[src/design/bbs_pkg.sv]
// bbs_pkg: payload types, register indexes and reset values for the
// ranged blum blum shub generator; no dependencies
package bbs_pkg;

  localparam int unsigned FIELD_W   = 32;
  localparam int unsigned CFG_IDX_W = 2;

  typedef struct packed {
    logic [FIELD_W-1:0] lower_bound;
    logic [FIELD_W-1:0] upper_bound;
  } bbs_in_t;

  typedef struct packed {
    logic [FIELD_W-1:0] number;
    logic               range_error;
  } bbs_out_t;

  localparam logic [CFG_IDX_W-1:0] CFG_MODULUS  = 2'd0;
  localparam logic [CFG_IDX_W-1:0] CFG_SEED     = 2'd1;
  localparam logic [CFG_IDX_W-1:0] CFG_BIT_MODE = 2'd2;

  localparam logic [FIELD_W-1:0] MODULUS_RST = 32'd61329181;
  localparam logic [FIELD_W-1:0] SEED_RST    = 32'd123456;

endpackage

[src/design/bbs_ranged_random.sv]
// bbs_ranged_random: ranged blum blum shub generator, top level
// depends on bbs_pkg and bbs_sqr
//
// Each request draws k = bit length of (upper_bound - lower_bound) bits, one
// modular squaring of the state per bit unless the modulus is zero, then
// folds the value into the range with one compare and subtract and adds
// lower_bound. The bit-serial squaring unit handles one multiplier bit per
// cycle; a squaring whose input is not below the modulus, as after a seed or
// modulus write, first runs a pre-reduction. A unit range draws no bits and
// an inverted range skips the draw and flags range_error. One request is
// worked at a time; a new one is taken as soon as the previous result sits in
// the output register, even while that result is stalled.
module bbs_ranged_random
  import bbs_pkg::*;
#(
  parameter int unsigned WORD_WIDTH = 32
) (
  input  logic                 clk_i,
  input  logic                 rst_ni,
  input  logic                 cfg_we_i,
  input  logic [CFG_IDX_W-1:0] cfg_idx_i,
  input  logic [FIELD_W-1:0]   cfg_data_i,
  input  logic                 in_valid_i,
  output logic                 in_stall_o,
  input  bbs_in_t              in_data_i,
  output logic                 out_valid_o,
  input  logic                 out_stall_i,
  output bbs_out_t             out_data_o
);

  localparam int unsigned W = WORD_WIDTH;

  typedef enum logic [2:0] {
    ST_IDLE,
    ST_NEXT,
    ST_SQR,
    ST_BIT,
    ST_FIN,
    ST_OUT
  } state_e;

  state_e       state_q;
  logic [W-1:0] mod_q;
  logic         bit_mode_q;
  logic [W-1:0] x_q;
  logic [W-1:0] lo_q;
  logic [W-1:0] d_q;
  logic [W:0]   rng_q;
  logic [W-1:0] v_q;
  logic         err_q;
  logic         out_valid_q;
  bbs_out_t     out_q;

  logic [W-1:0] in_lo;
  logic [W-1:0] in_hi;
  logic [W-1:0] in_d;
  logic         in_take;
  logic         sqr_start;
  logic         sqr_done;
  logic [W-1:0] sqr_res;
  logic         draw_bit;
  logic [W:0]   v_sub;
  logic [W-1:0] sum;
  logic         out_free;

  assign in_lo   = in_data_i.lower_bound[W-1:0];
  assign in_hi   = in_data_i.upper_bound[W-1:0];
  assign in_d    = in_hi - in_lo;
  assign in_take = in_valid_i && !in_stall_o;

  assign sqr_start = (state_q == ST_NEXT) && (d_q != '0) && (mod_q != '0);
  assign draw_bit  = bit_mode_q ? ^x_q : x_q[0];
  assign v_sub     = {1'b0, v_q} - rng_q;
  assign sum       = v_q + lo_q;
  assign out_free  = !out_valid_q || !out_stall_i;

  bbs_sqr #(
    .WORD_WIDTH(W)
  ) u_sqr (
    .clk_i  (clk_i),
    .rst_ni (rst_ni),
    .start_i(sqr_start),
    .x_i    (x_q),
    .n_i    (mod_q),
    .done_o (sqr_done),
    .res_o  (sqr_res)
  );

  always_ff @(posedge clk_i or negedge rst_ni) begin
    if (!rst_ni) begin
      state_q     <= ST_IDLE;
      mod_q       <= MODULUS_RST[W-1:0];
      bit_mode_q  <= 1'b0;
      x_q         <= SEED_RST[W-1:0];
      lo_q        <= '0;
      d_q         <= '0;
      rng_q       <= '0;
      v_q         <= '0;
      err_q       <= 1'b0;
      out_valid_q <= 1'b0;
      out_q       <= '0;
    end else begin
      if (out_valid_q && !out_stall_i) begin
        out_valid_q <= 1'b0;
      end
      unique case (state_q)
        ST_IDLE: begin
          if (in_take) begin
            lo_q  <= in_lo;
            d_q   <= in_d;
            rng_q <= {1'b0, in_d} + 1'b1;
            v_q   <= '0;
            err_q <= (in_lo > in_hi);
            state_q <= (in_lo > in_hi) ? ST_OUT : ST_NEXT;
          end
        end
        ST_NEXT: begin
          // one squaring per significant bit of upper - lower if mod_q != 0
          if (d_q == '0) begin
            state_q <= ST_FIN;
          end else if (mod_q == '0) begin
            state_q <= ST_BIT;
          end else begin
            state_q <= ST_SQR;
          end
        end
        ST_SQR: begin
          if (sqr_done) begin
            x_q     <= sqr_res;
            state_q <= ST_BIT;
          end
        end
        ST_BIT: begin
          v_q     <= {v_q[W-2:0], draw_bit};
          d_q     <= {1'b0, d_q[W-1:1]};
          state_q <= ST_NEXT;
        end
        ST_FIN: begin
          // v is below twice the range, so one subtract folds it
          if (!v_sub[W]) begin
            v_q <= v_sub[W-1:0];
          end
          state_q <= ST_OUT;
        end
        ST_OUT: begin
          if (out_free) begin
            out_q.number      <= err_q ? '0 : FIELD_W'(sum);
            out_q.range_error <= err_q;
            out_valid_q       <= 1'b1;
            state_q           <= ST_IDLE;
          end
        end
        default: state_q <= ST_IDLE;
      endcase
      if (cfg_we_i) begin
        case (cfg_idx_i)
          CFG_MODULUS:  mod_q      <= cfg_data_i[W-1:0];
          CFG_SEED:     x_q        <= cfg_data_i[W-1:0];
          CFG_BIT_MODE: bit_mode_q <= cfg_data_i[0];
          default: ;
        endcase
      end
    end
  end

  assign in_stall_o  = (state_q != ST_IDLE);
  assign out_valid_o = out_valid_q;
  assign out_data_o  = out_q;

  a_done_in_sqr: assert property (@(posedge clk_i) disable iff (!rst_ni)
    sqr_done |-> (state_q == ST_SQR))
    else $error("squaring unit finished outside of a squaring wait");

  a_sqr_below_mod: assert property (@(posedge clk_i) disable iff (!rst_ni)
    (sqr_done && (mod_q != '0)) |-> (sqr_res < mod_q))
    else $error("squaring result not reduced below the modulus");

  a_fold_once: assert property (@(posedge clk_i) disable iff (!rst_ni)
    ((state_q == ST_FIN) && !err_q) |-> ({2'b00, v_q} < {rng_q, 1'b0}))
    else $error("drawn value needs more than one fold into the range");

  a_err_no_draw: assert property (@(posedge clk_i) disable iff (!rst_ni)
    (in_take && (in_lo > in_hi)) |=> (state_q == ST_OUT) && $stable(x_q))
    else $error("inverted range started a draw");

endmodule

[src/design/bbs_sqr.sv]
// bbs_sqr: bit-serial modular squaring, res = x*x mod n
// optional restoring pre-reduction when x >= n; uses bbs_pkg only for style
module bbs_sqr
  import bbs_pkg::*;
#(
  parameter int unsigned WORD_WIDTH = 32
) (
  input  logic                  clk_i,
  input  logic                  rst_ni,
  input  logic                  start_i,
  input  logic [WORD_WIDTH-1:0] x_i,
  input  logic [WORD_WIDTH-1:0] n_i,
  output logic                  done_o,
  output logic [WORD_WIDTH-1:0] res_o
);

  localparam int unsigned W  = WORD_WIDTH;
  localparam int unsigned CW = $clog2(W);
  localparam logic [CW-1:0] CNT_LAST = CW'(W - 1);

  typedef enum logic [1:0] {
    SQ_IDLE,
    SQ_RED,
    SQ_MUL
  } sq_state_e;

  sq_state_e      state_q;
  logic [W-1:0]   xs_q;
  logic [W-1:0]   mb_q;
  logic [W-1:0]   t_q;
  logic [W-1:0]   r_q;
  logic [W-1:0]   res_q;
  logic [CW-1:0]  cnt_q;
  logic           done_q;

  logic [W:0]     red_sh;
  logic [W+1:0]   red_diff;
  logic [W-1:0]   red_next;
  logic [W:0]     dbl;
  logic [W+1:0]   dbl_diff;
  logic [W-1:0]   t_next;
  logic [W:0]     acc_sum;
  logic [W+1:0]   acc_diff;
  logic [W-1:0]   r_next;

  // restoring reduction, one bit of x per cycle from the msb
  assign red_sh   = {r_q, mb_q[W-1]};
  assign red_diff = {1'b0, red_sh} - {2'b00, n_i};
  assign red_next = red_diff[W+1] ? red_sh[W-1:0] : red_diff[W-1:0];

  // t walks through a*2^i mod n while r accumulates the selected terms
  assign dbl      = {t_q, 1'b0};
  assign dbl_diff = {1'b0, dbl} - {2'b00, n_i};
  assign t_next   = dbl_diff[W+1] ? dbl[W-1:0] : dbl_diff[W-1:0];

  assign acc_sum  = {1'b0, r_q} + {1'b0, t_q};
  assign acc_diff = {1'b0, acc_sum} - {2'b00, n_i};
  assign r_next   = !mb_q[0]     ? r_q :
                    acc_diff[W+1] ? acc_sum[W-1:0] : acc_diff[W-1:0];

  always_ff @(posedge clk_i or negedge rst_ni) begin
    if (!rst_ni) begin
      state_q <= SQ_IDLE;
      done_q  <= 1'b0;
      xs_q    <= '0;
      mb_q    <= '0;
      t_q     <= '0;
      r_q     <= '0;
      res_q   <= '0;
      cnt_q   <= '0;
    end else begin
      done_q <= 1'b0;
      unique case (state_q)
        SQ_IDLE: begin
          if (start_i) begin
            xs_q  <= x_i;
            mb_q  <= x_i;
            t_q   <= x_i;
            r_q   <= '0;
            cnt_q <= '0;
            state_q <= (x_i >= n_i) ? SQ_RED : SQ_MUL;
          end
        end
        SQ_RED: begin
          mb_q  <= {mb_q[W-2:0], 1'b0};
          r_q   <= red_next;
          cnt_q <= cnt_q + 1'b1;
          if (cnt_q == CNT_LAST) begin
            t_q     <= red_next;
            r_q     <= '0;
            mb_q    <= xs_q;
            cnt_q   <= '0;
            state_q <= SQ_MUL;
          end
        end
        SQ_MUL: begin
          mb_q  <= {1'b0, mb_q[W-1:1]};
          t_q   <= t_next;
          r_q   <= r_next;
          cnt_q <= cnt_q + 1'b1;
          if (cnt_q == CNT_LAST) begin
            res_q   <= r_next;
            done_q  <= 1'b1;
            state_q <= SQ_IDLE;
          end
        end
        default: state_q <= SQ_IDLE;
      endcase
    end
  end

  assign done_o = done_q;
  assign res_o  = res_q;

endmodule

[config.mk]
export PLATFORM = sky130hd
export DESIGN_NAME = bbs_ranged_random
export DESIGN_NICKNAME = d
export VERILOG_FILES = /design/src/design/bbs_pkg.sv /design/src/design/bbs_ranged_random.sv /design/src/design/bbs_sqr.sv
export SDC_FILE = /design/constraint.sdc
export NUM_CORES = 1
export LEC_CHECK = 0
export BUFFER_PORTS_ARGS = -buffer_cell sky130_fd_sc_hd__buf_4
export CORE_MARGIN = 5
export CORE_UTILIZATION = 30
export DETAILED_ROUTE_END_ITERATION = 8
export PLACE_DENSITY_LB_ADDON = 0.25
export SYNTH_ARGS = -nofsm -noshare
export SYNTH_HDL_FRONTEND = slang
export SYNTH_SLANG_ARGS = --single-unit
[constraint.sdc]
create_clock -name clk_i -period 4.9 [get_ports clk_i]
set_input_delay 0 -clock clk_i [delete_from_list [all_inputs] [get_ports clk_i]]
set_output_delay 0 -clock clk_i [all_outputs]
set_load 0.02 [all_outputs]
# Word-level counts from Yosys, hierarchy flattened
# Cells that the tools add are included.
[word_totals]
regBits = 400
inputBits = 103
out_inout_bits = 35
[op_classes]
addsub = 9
magnitude_cmp = 2
eq_ne = 17
muxes = 43
reduce_logical = 32
[op_table]
columns = ["cell", "count"]
rows = [
  ["two-way mux 32 bit", 17],
  ["case mux 32 bit (3 select lines)", 4],
  ["subtractor 33 x 32 -> 34 bit", 3],
  ["logical NOT 32 bit", 2],
  ["case mux 32 bit (2 select lines)", 1],
  ["nonzero test 32 bit", 2],
  ["adder 32 x 1 -> 33 bit, second input constant", 1],
  ["adder 32 x 32 -> 33 bit", 1],
  ["subtractor 32 x 33 -> 33 bit", 1],
  ["adder 32 bit", 1],
  ["greater-or-equal comparator 32 bit", 1],
  ["> comparator 32 bit", 1],
  ["XOR reduction 32 bit", 1],
  ["subtractor 32 bit", 1],
  ["case mux 3 bit (6 select lines)", 1],
  ["AND reduction 2 bit", 8],
  ["two-way mux 3 bit", 5],
  ["case mux 5 bit (3 select lines)", 1],
  ["AND reduction 3 bit", 4],
  ["two-way mux 5 bit", 2],
  ["nonzero test 3 bit", 3],
  ["two-way mux 2 bit", 4],
  ["!= test 2 bit, second input constant", 4],
  ["two-way mux 1 bit", 7],
  ["15 further kinds", 27],
]

# Logic depth before layout (Yosys ltp)
# Gate-level depths: netlist of run 1.
[logic_depth]
depth_word = 5
ltp_mapped = 24
ltp_nobuf = 22

# Cells and area by module
# Synthesis of run 1 repeated with hierarchy kept, for this count alone.
[unflattened]
hier_cells = 3701
hier_area_um2 = 32015.7
[modules_own_cells]
columns = ["mod", "n_inst", "cells_each", "area_per_inst_um2", "seq_area_each_um2"]
rows = [
  ["bbs_sqr", 1, 2015, 16711.0, 4204.0],
  ["bbs_ranged_random", 1, 1686, 15304.7, 5834.3],
]

# Worst setup path after synthesis of run 1
# OpenSTA, ideal clock, no wires.
[synth_path]
kind = "register to register"
start = "reg u_sqr.r_q[0]"
end = "reg u_sqr.res_q[26], in the netlist u_sqr.res_o[26]"
setup_time_ns = 0.125
t_arrival_ns = 4.784
required_time_ns = 4.775
setup_slack_ns = -0.008
path_stages_with_launch = 24
path_cell_list = "dfrtp_1 > ha_1 > fa_1 > a21o_1 > a21oi_1 > nor4_1 > nor2_1 > a211oi_1 > o21ai_0 > nand2_1 > xor2_1 > ha_1 > and2_1 > nor2b_1 > nor2_1 > o221a_2 > a21oi_1 > nor3_1 > clkbuf_1 > buf_2 > nor2_1 > a211oi_1 > nor2_1 > mux2_2"
[synth_via]
elab_chain_cells = 4
[synth_rtl]
columns = ["element", "line", "source"]
rows = [
  ["from (decl)", "bbs_sqr.sv:31", "logic [W-1:0] r_q;"],
  ["from (signal assigned)", "bbs_sqr.sv:86", "r_q <= red_next;"],
  ["from (signal assigned)", "bbs_sqr.sv:99", "r_q <= r_next;"],
  ["adder 32 x 32 -> 33 bit *", "bbs_sqr.sv:56", "assign acc_sum = {1'b0, r_q} + {1'b0, t_q};"],
  ["subtractor 33 x 32 -> 34 bit", "bbs_sqr.sv:57", "assign acc_diff = {1'b0, acc_sum} - {2'b00, n_i};"],
  ["two-way mux 32 bit *", "bbs_sqr.sv:59", "acc_diff[W+1] ? acc_sum[W-1:0] : acc_diff[W-1:0];"],
  ["two-way mux 32 bit *", "bbs_sqr.sv:58", "assign r_next = !mb_q[0] ? r_q :"],
  ["to (signal assigned)", "bbs_sqr.sv:102", "res_q <= r_next;"],
  ["to (decl)", "bbs_sqr.sv:32", "logic [W-1:0] res_q;"],
]
# Mark *: on every way between the ends. The rest lies on a longest branch, timed or not.
# A chain may end at the register's enable or synchronous reset.

# Worst setup path after layout of run 1
[layout_path]
start = "reg u_sqr.t_q[1]"
end = "reg u_sqr.r_q[15]"
[layout_via]
elab_chain_cells = 5
[layout_rtl]
columns = ["element", "line", "source"]
rows = [
  ["from (decl)", "bbs_sqr.sv:30", "logic [W-1:0] t_q;"],
  ["from (signal assigned)", "bbs_sqr.sv:78", "t_q <= x_i;"],
  ["from (signal assigned)", "bbs_sqr.sv:89", "t_q <= red_next;"],
  ["from (signal assigned)", "bbs_sqr.sv:98", "t_q <= t_next;"],
  ["adder 32 x 32 -> 33 bit *", "bbs_sqr.sv:56", ""],
  ["subtractor 33 x 32 -> 34 bit", "bbs_sqr.sv:57", ""],
  ["two-way mux 32 bit *", "bbs_sqr.sv:59", ""],
  ["two-way mux 32 bit *", "bbs_sqr.sv:58", ""],
  ["case mux 32 bit (3 select lines) *", "bbs_sqr.sv:73", "unique case (state_q)"],
]
# Marks and branches as above.

==> results.txt, run 1 <==
status -> completed
core footprint -> 104000 um2
top-count cell post-synth -> nand2_1
crit path max fanout -> 6
Clock Latency Late Sink -> 630 ps
Die Wd -> 333 um
Initial DRC Count -> 2421
First-pass DRT Iterations -> 7
CTS tree -> built
share of post-route cells with drive strength above 1 -> 17.6%
number of synthesized flops with an enable pin -> 0
clk root buf -> clkbuf_16
dpl hpwl -> 83500 um
ANT nets after route -> 0
Worst Tran Pin Value -> 1250 ps
via density per instance -> 5.32
top post-synthesis cells by area -> dfrtp_1 30%, ha_1 10%, o21ai_0 5.1%
CP endpoint kind -> flip-flop
Critical Path RT -> 5470 ps
Layout Nets -> 4351
Worst Path Class, Setup -> flip-flop to flip-flop
Residual DRC -> 0
Synth cell types -> 86
Slew headroom -> 15.6%
initial antenna violation count -> 3
Post-Syn Nets -> 4004
Main synth FF type -> dfrtp_1
Area Growth Syn to Fin -> 22.5%
die height -> 333 um
Mapped Avg Cell Area -> 8.62 um2
die area -> 111000 um2
Sink Count -> 400
GPL Wtd Cong -> 0.946
vias in the first global route -> 28189
largest net degree at the start of global routing -> 117
Worst path slowest cell -> dfrtp_1
Power Density -> 818 nW/um2
worst vdd ir -> 0.383 mV
GR Util All Layers -> 19.1%
post-layout util -> 37.0%
Worst setup SP type -> flip-flop
mapped cell area -> 31300 um2
fin cells -> 5405
Synth Instances -> 3633
WL per Instance -> 20.4 um
sequential element share of the synthesized area -> 32.1%
dpl cells -> 5213
Setup Viol. Count Final -> 0
Tcrit/Tclk final -> 99.3%
register bit total from synthesis -> 400
Starting Density -> 30.2%
crit path DAT -> 5430 ps
Boundary Pins -> 138
DR vias -> 28763
Slew Viols, Final -> 0
clock buffer count from CTS -> 52
Reg clk slew, reported paths -> 60 ps
Async SR Flop Fraction -> 100%
CP Cell Sequence -> ha_1, a21oi_2, o21bai_1, o31a_1, a21o_1, a22oi_2, nand2b_1, a21oi_2, xnor2_1, ha_1, nand2_1, nor3b_4, o2111ai_2, a31o_4, a21oi_4, nor3_4, buf_6, buf_16, nand2b_4, buf_6, o21a_1, o221ai_2, o21a_1
Crit path largest cell delay -> 420 ps
filler instances -> 10723
Yosys warning total -> 0
Clock Path Buffers -> 3
Max Cap Viol -> 0
fmax -> 205 MHz
commonest cells in the synthesized netlist -> 378 x nand2_1, 377 x dfrtp_1, 321 x o21ai_0, 278 x a21oi_1, 265 x nor2_1
Final min period -> 4870 ps
number of port buffers -> 137
first-pass GRT wire length -> 168000 um
Routed WL -> 110000 um
Post-Route Setup TNS -> 0 ps
Worst Skew -> 20.9 ps
unrepaired setup endpoints after global routing -> true
final hold violations -> 0
H-tree depth -> 2
Site Rows -> 118
Leakage Power -> 17.4 nW
Yosys top cell area share -> 30.1%
dominant cell type by area after synthesis -> dfrtp_1
Worst Hold Class -> primary input to flip-flop
GRT overflow -> 0
[per-layer routing]
layer | vias to the layer above | wire, um | global-route usage, %
li1 | 14020 | - | -
met1 | 13841 | 51500 | 26.9
met2 | 759 | 49000 | 30.6
met3 | 143 | 6560 | 2.80
met4 | 0 | 3080 | 5.42
met5 | - | 0 | 0
[per-stage QoR]
stage / power (W) / hold slack (ps) / cell area [um2] / setup WS (ps)
after global placement: 0.0260 / 44.3 / 35300 / -140
after detailed placement: 0.0261 / 50.6 / 35300 / -226
after floorplan: 0.0192 / -296 / 31300 / -8.21
after CTS: 0.0307 / 9.73 / 38100 / 3.89
after global routing: 0.0338 / 54.8 / 38300 / -143
final: 0.0314 / 68.1 / 38300 / 33.8
[sequential cells by signal, indices dropped and copies added, names as in the netlist]
| signal | flops |
|---|---|
| out_data_o | 33 |
| rng_q | 33 |
| d_q | 32 |
| lo_q | 32 |
| mod_q | 32 |
| u_sqr.mb_q | 32 |
| u_sqr.r_q | 32 |
| u_sqr.res_o | 32 |
| u_sqr.t_q | 32 |
| u_sqr.xs_q | 32 |
| v_q | 32 |
| x_q | 32 |
| u_sqr.cnt_q | 5 |
| state_q | 3 |
| u_sqr.state_q | 2 |
| bit_mode_q | 1 |
| err_q | 1 |
| out_valid_o | 1 |
| u_sqr.done_o | 1 |
[path summary, 6_finish.rpt]
check                                      startpoint                          to  slack, ps  depth (start not counted)
setup / recovery             u_sqr.t_q[1]$_DFFE_PN0P_   u_sqr.r_q[15]$_DFFE_PN0P_         30                         23
min in group asynchronous                      rst_ni        rng_q[7]$_DFFE_PN0P_        490                          3
hold reg to reg            out_data_o[23]$_DFFE_PN0P_  out_data_o[23]$_DFFE_PN0P_        480                          2
setup reg to reg             u_sqr.t_q[1]$_DFFE_PN0P_   u_sqr.r_q[15]$_DFFE_PN0P_         30                         23
max in group asynchronous                      rst_ni       rng_q[14]$_DFFE_PN0P_       2900                          4
hold / removal                          in_data_i[30]         d_q[30]$_DFFE_PN0P_         70                          4
[final cells by class]
| cell class | count | area, um2 | share of cell area (%) |
|---|---|---|---|
| diodes | 1 | 2.50 | 0.00653 |
| clock buffers | 74 | 1540 | 4.00 |
| clock inverters | 24 | 280 | 0.731 |
| inverters | 170 | 638 | 1.66 |
| multi-input cells | 2909 | 20400 | 53.3 |
| flip-flops and latches | 400 | 10000 | 26.2 |
| well taps | 1380 | 1730 | 4.50 |
| repair buffers | 447 | 3680 | 9.61 |
[power by group]
part | internal, W | switching [W] | total, W
Clock | 0.00245 | 0.00167 | 0.00412
Sequential | 0.00458 | 0.00116 | 0.00575
Combinational | 0.00960 | 0.0119 | 0.0215
[worst max-delay path, delay by kind of cell, from the launching register on]
family / cells / cell delay (ps)
AND/OR/NAND/NOR: 5 / 700
AO/OA/AOI/OAI: 12 / 2490
flip-flops: 1 / 420
adder cells (fa/ha/maj): 2 / 650
buffers and inverters: 3 / 410
XOR/XNOR: 1 / 120
[kinds of logic after synthesis]
kind of cell | share of synthesized area (%)
and+or+nand+nor | 14.8
xor gates and xnor gates | 6.74
DFF | 32.1
muxes | 6.85
adders and majority gates | 10.9
AOI/OAI and AO/OA | 24.8
buffers and inverters | 3.93
[repair_timing]
action / CTS / global route
hold buffers: 79 / 0
cloned: 1 / 0
resized for setup: 21 / 55
setup endpoints to repair: 52 / 61
pin swaps: 18 / 44
buffers inserted: 3 / 11
hold endpoints to repair: 263 / 0
[layout by cell type, fill, tap and decap left out, types with 12 or more instances in the layout]
cell type,n
o31ai_1,60
a21oi_1,265
dfrtp_1,376
a31oi_1,25
buf_4,355
nor3_1,56
a221oi_1,37
a21o_1,125
xnor2_1,148
dfstp_2,23
xor2_1,91
a21oi_2,12
nor4_1,21
or2_2,15
mux2i_1,74
nand4_1,32
nor2_1,255
o211ai_1,32
o221ai_1,12
ha_1,254
or3_1,28
inv_1,167
o21ai_0,311
and2_1,19
dlygate4sd3_1,79
clkbuf_8,13
nor2b_1,27
nand2_1,377
o21a_1,41
a22o_1,31
o21bai_1,19
and3_1,25
mux2_2,117
nand3_1,62
a211oi_1,34
nand2b_1,27
a22oi_1,32
clkbuf_16,53
Note: power is estimated with default switching activity, not from simulation.
==> inputs of run 2 (changes only) <==
clock period = 5.1 ns   (was 4.9 ns; I/O delays follow)
==> run 2 against run 1 <==
Compared with the run above: highest routed layer unchanged; worst hold slack got worse by 11 ps; utilization down 0.56 points; fmax fell by 0.85%; clock skew is essentially flat; first-iteration DRC count decreased by 15%; critical endpoint is now u_sqr.r_q[29]$_DFFE_PN0P_; combinational power down 9%; die area is the same; power is 7.2% lower; largest power group unchanged; final cell count shrank 1.6%; sequential cell count did not move; routed wire length is 0.94% lower; count of clock-buffer cells in the layout unchanged.
==> results.txt, run 2 (synthesis results as in run 1) <==
status -> completed
Residual DRC -> 0
Leakage Power -> 17.0 nW
Worst path slowest cell -> dfrtp_2
CP top delay family -> compound AO/OA/AOI/OAI gates
number of port buffers -> 137
Post-Route Setup TNS -> 0 ps
Sink Count -> 400
initial antenna violation count -> 1
worst vdd ir -> 0.391 mV
Starting Density -> 30.2%
final hold violations -> 0
Levels on crit path -> 21
Clock Latency Late Sink -> 640 ps
GR met2 Demand/Resource -> 29.9%
hold endpoint -> d_q[27]$_DFFE_PN0P_
Final min period -> 4910 ps
Boundary Pins -> 138
reg2reg path depth -> 21
GRT overflow -> 0
hold wc startpoint -> in_data_i[27]
Site Rows -> 118
CP endpoint kind -> flip-flop
# diodes -> 0
R2R setup slack -> 190 ps
first-pass GRT wire length -> 165000 um
post-layout util -> 36.4%
Worst Skew -> 20.5 ps
total power -> 0.0291 W
Worst Tran Pin Value -> 1110 ps
Tcrit/Tclk final -> 96.2%
WL per Instance -> 20.5 um
Max Cap Viol -> 0
Worst Hold Class -> primary input to flip-flop
clock buffer count from CTS -> 52
die height -> 333 um
Slew Viols, Final -> 0
Reg clk slew, reported paths -> 60 ps
Hold Path Cell Cnt -> 5
First-pass DRT Iterations -> 8
DR vias -> 28508
Slew headroom -> 25.0%
Area Growth Syn to Fin -> 20.6%
Layout Nets -> 4271
via density per instance -> 5.36
Initial DRC Count -> 2059
busiest layer in global routing -> met2
crit path max fanout -> 13
ANT nets after route -> 0
share of post-route cells with drive strength above 1 -> 15.5%
Buf/Inv on CP -> 2
clk root buf -> clkbuf_16
Worst Path Class, Setup -> flip-flop to flip-flop
crit path DAT -> 5430 ps
Worst setup SP type -> flip-flop
Clock Path Buffers -> 3
reg2reg start -> u_sqr.r_q[1]$_DFFE_PN0P_
Area after DPL -> 34700 um2
Die Wd -> 333 um
terminus of the critical flop-to-flop path -> u_sqr.r_q[29]$_DFFE_PN0P_
die area -> 111000 um2
met3 Use GR -> 3.00%
final instance area -> 37800 um2
dpl hpwl -> 83100 um
Routed WL -> 109000 um
largest net degree at the start of global routing -> 126
core footprint -> 104000 um2
CTS tree -> built
GR Util All Layers -> 18.8%
leading cell type in the layout, fill and taps excluded -> nand2_1
H-tree depth -> 2
GPL Wtd Cong -> 0.957
vias in the first global route -> 27741
GR Layer Usage met1 -> 26.1%
fmax -> 204 MHz
filler instances -> 10651
Critical Path RT -> 5620 ps
Setup Viol. Count Final -> 0
commonest cells after routing, fill and taps aside -> 376 x nand2_1, 375 x dfrtp_1, 314 x o21ai_0
Crit path largest cell delay -> 440 ps
CP Cell Sequence -> ha_1, a21oi_2, o21bai_1, o31a_1, a21o_4, a22oi_2, nand2b_1, a21oi_2, xnor2_2, ha_1, nand2_2, nor3b_4, o2111ai_2, a31o_4, a21oi_4, nor3_4, buf_4, buf_12, and3_1, a221o_1, a221o_1
Power Density -> 771 nW/um2
## run 2: cell types whose count changed in the layout (fill, tap and decap cells not counted), sizes merged
cell | before | now
bufinv | 5 | 8
clkinv | 17 | 10
buf | 368 | 282
clkbuf | 74 | 76
diode | 1 | 0
dlygate4sd3 | 79 | 83
## run 2: timing repair
| item | in CTS | in global routing |
|---|---|---|
| gates resized for setup | 3 | 53 |
| hold buffers | 84 | 0 |
| setup buffers | 0 | 16 |
| gates cloned | 0 | 2 |
| endpoints found under the hold margin | 490 | 0 |
| endpoints found under the setup margin | 10 | 63 |
| pin swaps | 0 | 31 |
## run 2: layout make-up
cell class / count / area [um2] / area share, %
multi-input cells: 2909 / 20400 / 54.0
repair buffers: 367 / 3150 / 8.35
flip-flops and latches: 400 / 10000 / 26.6
clock buffers: 74 / 1480 / 3.93
inverters: 170 / 638 / 1.69
well taps: 1380 / 1730 / 4.57
clock inverters: 20 / 343 / 0.908
## run 2: metal layers
metal	share of wire, %	up-vias
li1	-	13860
met1	46	13685
met2	44	790
met3	5.9	173
met4	3.7	0
met5	0	-
## run 2: worst min-delay path: cells and delay by family
| family | cells | cell delay, ps |
|---|---|---|
| xor+xnor | 1 | 180 |
| fa+ha+maj | 1 | 220 |
| buf+inv | 1 | 100 |
| simple gates | 2 | 140 |
## run 2: report_power, final
group,switching (W),internal (W),total (W)
Sequential,0.00117,0.00440,0.00558
Combinational,0.0110,0.00853,0.0196
Clock,0.00156,0.00243,0.00399
Total,0.0138,0.0154,0.0291
## run 2: worst max path at each step
stage                             start                          end  slack (ps)
5_1_grt        u_sqr.r_q[1]$_DFFE_PN0P_    u_sqr.r_q[29]$_DFFE_PN0P_         -30
6_report       u_sqr.r_q[1]$_DFFE_PN0P_    u_sqr.r_q[29]$_DFFE_PN0P_         190
3_5_place_dp   u_sqr.t_q[0]$_DFFE_PN0P_     u_sqr.r_q[2]$_DFFE_PN0P_           4
3_3_place_gp   u_sqr.r_q[0]$_DFFE_PN0P_  u_sqr.res_o[12]$_DFFE_PN0P_          -9
4_1_cts        u_sqr.t_q[0]$_DFFE_PN0P_     u_sqr.r_q[2]$_DFFE_PN0P_          20
2_1_floorplan  u_sqr.r_q[0]$_DFFE_PN0P_  u_sqr.res_o[26]$_DFFE_PN0P_         190
## run 2: metrics by stage
step | instances | setup slack [ps] | hold slack (ps)
detailed placement | 5124 | 4.04 | -37.8
floorplan | 3633 | 192 | -296
finish | 5320 | 192 | 57.3
CTS | 5302 | 22.0 | 4.24
global route | 5320 | -31.9 | 63.9
global placement | 5124 | -8.95 | -41.8
